--- config.mk ---
export PLATFORM = sky130hd
export DESIGN_NAME = ascending_integer_sorter_core
export DESIGN_NICKNAME = d
export VERILOG_FILES = /design/src/asc_pkg.sv /design/src/asc_cell.sv /design/src/ascending_integer_sorter_core.sv
export SDC_FILE = /design/constraint.sdc
export NUM_CORES = 2
export LEC_CHECK = 0
export ABC_AREA = 1
export BUFFER_PORTS_ARGS = -buffer_cell sky130_fd_sc_hd__buf_2
export CORE_UTILIZATION = 60
export CTS_CLUSTER_SIZE = 25
export DETAILED_ROUTE_END_ITERATION = 7
export PLACE_DENSITY = 0.77
export SLEW_MARGIN = 0
export SYNTH_ARGS = -nofsm -noshare
export SYNTH_HDL_FRONTEND = slang
export SYNTH_SLANG_ARGS = --single-unit
--- constraint.sdc ---
create_clock -name clock -period 6.2 [get_ports clock]
set_input_delay 0.62 -clock clock [delete_from_list [all_inputs] [get_ports clock]]
set_output_delay 0.62 -clock clock [all_outputs]
set_load 0.01 [all_outputs]
--- src/asc_pkg.sv ---
// Types shared by the sorter core, its cells and its checker.
package asc_pkg;

   localparam int unsigned DataWidth = 32;

   // Input beat
   typedef struct packed {
      logic signed [DataWidth-1:0] value;
      logic                        last;
   } req_type;

   // Result beat
   typedef struct packed {
      logic signed [DataWidth-1:0] sorted_value;
      logic                        final_res;
      logic                        dropped;
   } rsp_type;

   // What one cell shows its neighbors
   typedef struct packed {
      logic                        valid;
      logic                        gt;
      logic signed [DataWidth-1:0] value;
   } cell_type;

   // Row-wide control broadcast to every cell
   typedef struct packed {
      logic                        ins;
      logic                        drain;
      logic signed [DataWidth-1:0] key;
   } ctl_type;

   typedef enum logic {
      ST_LOAD,
      ST_DRAIN
   } st_type;

endpackage

--- src/asc_cell.sv ---
// One sorting cell: holds one element, inserts from the left, drains from the right.
module asc_cell (
   input  logic              clock,
   input  logic              reset,
   input  asc_pkg::ctl_type  ctl,
   input  asc_pkg::cell_type left_cell,
   input  asc_pkg::cell_type right_cell,
   output asc_pkg::cell_type cell_out
);
   import asc_pkg::*;

   logic                        valid_ff, valid_in;
   logic signed [DataWidth-1:0] value_ff, value_in;
   logic                        gt;

   // New key belongs at or before this cell
   assign gt = !valid_ff || (ctl.key < value_ff);

   assign cell_out.valid = valid_ff;
   assign cell_out.gt    = gt;
   assign cell_out.value = value_ff;

   // Insert: shift right behind the key's slot; drain: shift left
   always_comb begin
      valid_in = valid_ff;
      value_in = value_ff;
      if (ctl.ins) begin
         if (gt && left_cell.gt) begin
            valid_in = left_cell.valid;
            value_in = left_cell.value;
         end else if (gt) begin
            valid_in = 1'b1;
            value_in = ctl.key;
         end
      end else if (ctl.drain) begin
         valid_in = right_cell.valid;
         value_in = right_cell.value;
      end
   end

   always_ff @(posedge clock) begin
      if (reset) begin
         valid_ff <= 1'b0;
      end else begin
         valid_ff <= valid_in;
      end
   end

   always_ff @(posedge clock) begin
      value_ff <= value_in;
   end

endmodule

--- src/ascending_integer_sorter_core.sv ---
// Top level of the ascending sorter: a row of insertion cells plus load/drain control.
//
//   channel | ports                       | handshake
//   input   | start, busy, req_data       | beat taken when start && !busy
//   result  | rsp_strobe, rsp_data        | one-cycle strobe, cannot be held off
//
// Loading takes one element per cycle; each element that finds room is placed in its
// slot in the cell row in the cycle it is accepted, and a beat that finds the row full
// is dropped. After the beat marked last, the row drains one element per cycle from
// cell 0; busy stays high until the final result. Reset is synchronous and empties the row.
module ascending_integer_sorter_core #(
   parameter int unsigned MAX_ELEMS = 32
) (
   input  logic             clock,
   input  logic             reset,
   input  logic             start,
   input  asc_pkg::req_type req_data,
   output logic             busy,
   output logic             rsp_strobe,
   output asc_pkg::rsp_type rsp_data
);
   import asc_pkg::*;

   st_type   state_ff, state_in;
   logic     ovf_ff, ovf_in;
   logic     accept, full, final_beat;
   ctl_type  ctl;
   cell_type cells [MAX_ELEMS];

   assign accept     = start && !busy;
   assign full       = cells[MAX_ELEMS-1].valid;
   assign final_beat = (state_ff == ST_DRAIN) && !cells[1].valid;

   assign ctl.ins   = accept && !full;
   assign ctl.drain = (state_ff == ST_DRAIN);
   assign ctl.key   = req_data.value;

   // Cell row
   for (genvar i = 0; i < MAX_ELEMS; i++) begin : g_cell
      cell_type left_cell, right_cell;
      if (i == 0) begin : g_first
         assign left_cell = '0;
      end else begin : g_mid_l
         assign left_cell = cells[i-1];
      end
      if (i == MAX_ELEMS - 1) begin : g_last
         assign right_cell = '0;
      end else begin : g_mid_r
         assign right_cell = cells[i+1];
      end
      asc_cell u_cell (
         .clock      (clock),
         .reset      (reset),
         .ctl        (ctl),
         .left_cell  (left_cell),
         .right_cell (right_cell),
         .cell_out   (cells[i])
      );
   end

   // Next state
   always_comb begin
      state_in = state_ff;
      unique case (state_ff)
         ST_LOAD:  if (accept && req_data.last) state_in = ST_DRAIN;
         ST_DRAIN: if (final_beat) state_in = ST_LOAD;
         default:  state_in = ST_LOAD;
      endcase
   end

   // Outputs
   always_comb begin
      busy                  = 1'b0;
      rsp_strobe            = 1'b0;
      rsp_data.sorted_value = cells[0].value;
      rsp_data.final_res    = final_beat;
      rsp_data.dropped      = ovf_ff;
      unique case (state_ff)
         ST_LOAD: begin
            busy = 1'b0;
         end
         ST_DRAIN: begin
            busy       = 1'b1;
            rsp_strobe = 1'b1;
         end
         default: begin
            busy = 1'b0;
         end
      endcase
   end

   // Overflow flag: set on a beat that finds the row full, cleared after the set drains
   always_comb begin
      ovf_in = ovf_ff;
      if (final_beat) begin
         ovf_in = 1'b0;
      end else if (accept && full) begin
         ovf_in = 1'b1;
      end
   end

   always_ff @(posedge clock) begin
      if (reset) begin
         state_ff <= ST_LOAD;
         ovf_ff   <= 1'b0;
      end else begin
         state_ff <= state_in;
         ovf_ff   <= ovf_in;
      end
   end

endmodule

== Yosys cells after proc, flatten, opt, wreduce, memory -nomap -nowiden ==
Index checks and enable logic that the tools add are counted.
Storage, ports and cells
  word-level logic and storage cells: 525
  bits in registers: 1058
  memory bits (writable): 0
  bits in read-only memories: 0
  memories: 0
  bits in latches: 0
  output and inout port bits: 36
  input bits: 36
Operators by class
  bitwise gates (word level): 1
  mux-type cells: 259
  divide/modulo/power cells: 0
  reduce and logical (&&, ||, !) cells: 135
  shift operators: 0
  multiply operators: 0
  order comparisons: 32
  eq/ne operators: 32
  add/subtract/negate cells: 0
Operators by type and width (number)
  2-to-1 mux 32 bit: 127
  < comparator 32 bit: 32
  2-to-1 mux 1 bit: 130
  != test 3 x 1 -> 1 bit (second input constant): 31
  AND reduction 2 bit: 32
  logical AND 1 bit: 36
  logical NOT 1 bit: 33
  logical OR 1 bit: 32
  one-hot mux 1 bit (2 select lines): 2
  != test 2 x 1 -> 1 bit (second input constant): 1
  nonzero test 2 bit: 1
  OR reduction 2 bit: 1
  NOT 1 bit: 1

== Longest topological paths before layout ==
  depth after elaboration: 7
  gate-level depth with buffers: 20
  gate-level depth less buffers: 18

== Cells and area by module ==
From an unflattened synthesis, not the netlist that was laid out.
Unflattened totals
  cell total of the unflattened synthesis: 12563
  area, all modules: 98789.7 µm²
Modules (own cells, without submodules)
  asc_cell: area an instance 3083.0 µm², times used 32, cells an instance 392, sequential area each 980.9 µm²
  ascending_integer_sorter_core: area an instance 135.1 µm², times used 1, cells an instance 19, sequential area each 40.0 µm²

== Least setup slack after synthesis ==
No wires, ideal clock.
  path type: in2reg
  start: input req_data[32] (netlist name)
  end: register g_cell[24].u_cell.value_ff[0], enable pin
  setup slack: 3107 ps
  required time: 5810 ps
  arrival: 2703 ps
  stages on the path: 11
  path buffers: 1
  library setup time: 390 ps
  cell sequence: ha_1 nand2_1 nor4_1 nor3b_1 nand2_1 nand2_1 nand2_1 nand3_2 buf_4 nand2_1 nand2_1
On the way
  cells in the longest elaborated chain, start to end: 5
  elaborated cells between the ends (all ways): 7
  those cells by class: 2 x order compare; 1 x eq/ne; 4 x reduce/logical
Ends and longest elaborated chain
  start: declaration: RTL line ascending_integer_sorter_core.sv:17  | input asc_pkg::req_type req_data,
  < comparator 32 bit: RTL line asc_cell.sv:17  | assign gt = !valid_ff || (ctl.key < value_ff);
  logical OR 1 bit: RTL line asc_cell.sv:17
  logical AND 1 bit: RTL line asc_cell.sv:28  | if (gt && left_cell.gt) begin
  != test 3 x 1 -> 1 bit (no source line) (*)
  AND reduction 2 bit (no source line) (*)
  end signal: assignment: RTL line asc_cell.sv:50  | value_ff <= value_in;
  end: declaration: RTL line asc_cell.sv:13  | logic signed [DataWidth-1:0] value_ff, value_in;
Mark *: on every way between the ends. The rest lies on a longest branch, timed or not.
A chain may end at the register's enable or synchronous reset.

== Final worst setup path ==
  start: input req_data[4] (netlist name)
  end: register g_cell[7].u_cell.value_ff[6] (data pin)
On the way
  cells in the longest elaborated chain, start to end: 5
  elaborated cells between the ends (all ways): 7
  those cells by class: 2 x order compare; 2 x mux; 3 x reduce/logical
Ends and longest elaborated chain
  < comparator 32 bit: RTL line asc_cell.sv:17
  logical OR 1 bit: RTL line asc_cell.sv:17
  logical AND 1 bit (*): RTL line asc_cell.sv:28
  2-to-1 mux 32 bit (*): RTL line asc_cell.sv:28
  2-to-1 mux 32 bit (*): RTL line asc_cell.sv:27  | if (ctl.ins) begin
  via g_cell[7].u_cell.value_in[6]: RTL line asc_cell.sv:13
  end signal: assignment: RTL line asc_cell.sv:50
  end: declaration: RTL line asc_cell.sv:13
Mark *: on every way through the listed nets, which the timed path passes. The rest lies on a longest branch.

==> impl_results.md <==
- Met1 Use GR: 53.6%
- Final min period: 4.34 ns
- RR Endpoint: g_cell[10].u_cell.value_ff[21]
- R2R setup slack: 1.97 ns
- Final Hold Viols: 0
- RSZ-0062 raised after global routing: no
- Post-synth design cell area: 83500 um^2
- Dominant cell type by area after synthesis: edfxtp_1
- GR Layer Usage met2: 60.3%
- Commonest non-fill, non-tap cell in the layout: nand2_1
- CP max FO: 37
- Setup repair bufs after CTS: 0
- Routed WL per cell: 22.9 um
- GR peak layer: met2
- Max clock buf depth: 3
- CP required: 6.73 ns
- R2r worst-path depth: 15
- DIE HEIGHT: 375 um
- TritonCTS clock tree: done
- DR DRC count: 20
- Gate Count Post-Synth: 11300
- Worst slew pin tran: 1.33 ns
- Clk sink count: 1058
- ANT nets after route: 0
- Post-Layout Cell Count: 12900
- Failing checks: design-rule violations
- Clock insertion delay at the later pin of the skew report: 0.78 ns
- Relative slew slack: 11.3%
- Crit path DAT: 4.87 ns
- Outcome: complete, but fails checks
- Origin of the critical flop-to-flop path: g_cell[9].u_cell.value_ff[31]
- Setup_tns: 0 ns
- Dpl cells: 12700
- Starting Density: 60.6%
- Leak pwr: 45.7 nW
- Net count, final: 12100
- Post-synth net total: 12300
- Vias: 81200
- Hold-fix buffers, CTS: 0
- Met3 Usage GRT: 11.6%
- Crit end category: flip-flop
- Final wirelength: 296000 um
- Worst hold start: reset
- Max-cap viol count: 0
- Largest cells by area after synthesis: edfxtp_1, nand2_1, ha_1, nand3_1, inv_1
- # rows: 136
- Final instance area: 88900 um^2
- IO Port Bufs: 71
- Placed Area: 84900 um^2
- Synth Flop Type: edfxtp_1
- PostCTS Resize Cnt: 0
- Flip-flop and latch count after synthesis: 1058
- CTS Buf Count: 119
- CTS root buf: clkbuf_16
- Max Clk Rate: 0.230 GHz
- Final Setup Violations: 0
- Hold path cells: 2
- GRT Resource Usage Total: 41.0%
- CORE AREA: 138000 um^2
- Pin count of the biggest net entering global routing: 216
- Placer Congestion: 1.00
- Vias in the first global route: 77200
- Starting DRC count in detailed routing: 12200
- Initial antenna violation count: 4
- Commonest cells after routing, fill and taps aside: nand2_1, nand3_1, inv_1
- Synth top area share: 36.8%
- Max Slew Vio Count: 0
- Top-Level Pins: 72
- DRT Pass-1 Iters: 8
- Vias per inst: 6.28
- DIE WIDTH: 375 um
- Synth warnings: 0
- Async set or reset register ratio after synthesis: 0%
- Worst Skew: 0.0239 ns
- Startpoint types: input pin
- Area Growth Syn to Fin: 6.39%
- Grt total ovfl: 0
- Clock transition at the registers of the reported paths: 0.06 ns
- Distinct cell type count after synthesis: 30
- Share of layout cells above drive strength 1: 5.13%
- Hold Path Sink: state_ff
- Pwr/cell area: 369 nW/um^2
- H-tree level count: 3
- Full die area: 141000 um^2
- Mean Syn Cell Area: 7.41 um^2
- Critical path type: in -> reg
- Post-DP HPWL: 207000 um
- Post-synth EDFFs: 1024
- First-pass GRT wire length: 447000 um
- Fin crit share: 70.0%
- Final Total Pwr: 32.8 mW
- Worst vdd ir: 0.000266 V
- Worst hold path class: in -> reg
- Seq/Total Area, Yosys: 37.6%
## flip-flops by register name (all words and copies together), names as in the netlist
signal and flops:
g_cell.u_cell.value_ff 1024, g_cell.u_cell.valid_ff 32, ovf_ff 1, state_ff 1
## how the worst max path moves through the flow
stage                                          to    startpoint  slack, ns
floorplan           g_cell[24].u_cell.value_ff[0]  req_data[32]       3.11
global placement     g_cell[8].u_cell.value_ff[7]   req_data[4]       1.36
detailed placement   g_cell[8].u_cell.value_ff[8]   req_data[4]       1.32
CTS                 g_cell[23].u_cell.value_ff[9]  req_data[26]       2.10
global route        g_cell[8].u_cell.value_ff[13]  req_data[12]       1.65
finish               g_cell[7].u_cell.value_ff[6]   req_data[4]       1.86
## where the power goes
| group | switching, mW | internal, mW | total, mW |
|---|---|---|---|
| Clock | 3.21 | 4.27 | 7.48 |
| Sequential | 1.30 | 10.5 | 11.8 |
| Combinational | 9.10 | 4.40 | 13.5 |
## per-layer routing
metal	vias up	wire length, um
li1	36800	-
met1	37600	110000
met2	5631	123000
met3	1184	42800
met4	0	20600
met5	-	0
## kinds of logic after synthesis
family | share of synthesized area (%)
adders and majority gates | 14.9
buffers and inverters | 9.70
and+or+nand+nor | 32.9
DFF | 37.6
AOI/OAI and AO/OA | 4.96
## worst max-delay path: stages
cell	delay, ns
buf_2	0.81
buf_4	0.38
ha_1	0.28
a21oi_1	0.17
nand2_1	0.07
nand2_1	0.06
nand2_1	0.08
nand2_1	0.07
nand2_1	0.12
nand2_1	0.11
nand2_1	0.05
nand2_1	0.07
nand3_2	0.56
nand2_1	0.74
buf_4	0.34
nand2_1	0.09
nand3_1	0.12
nand2_1	0.07
## cell type report
class                           instances  area (um^2)
Antenna cell                            3         7.51
Clock buffer                          172         3420
Clock inverter                         53          592
Fill cell                           11900        49000
Inverter                             1324         4980
Multi-Input combinational cell       8231        44000
Sequential cell                      1058        31400
Tap cell                             1794         2240
Timing Repair Buffer                  289         2170
## per-stage QoR
step	setup slack (ns)	hold WS [ns]	util [%]
floorplan	3.11	0.442	-
global placement	1.36	0.529	61.6
detailed placement	1.32	0.536	61.6
CTS	2.10	0.0865	64.5
global route	1.65	0.110	64.5
finish	1.86	0.130	64.5
## synthesized netlist by cell type (27+ instances only)
cell type and number:
edfxtp_1 1024, o211ai_1 32, nor3_1 52, ha_1 992, nor2_1 201, buf_4 112, o31ai_1 29, nand4_1 48
buf_1 46, dfxtp_1 34, inv_1 1323, buf_2 144, a21oi_1 526, nand2_1 4006, or2_2 27, clkbuf_1 342
nand3_2 36, nand3b_1 29, o21ai_0 160, nand3_1 2030
(Power assumes the default switching activity.)
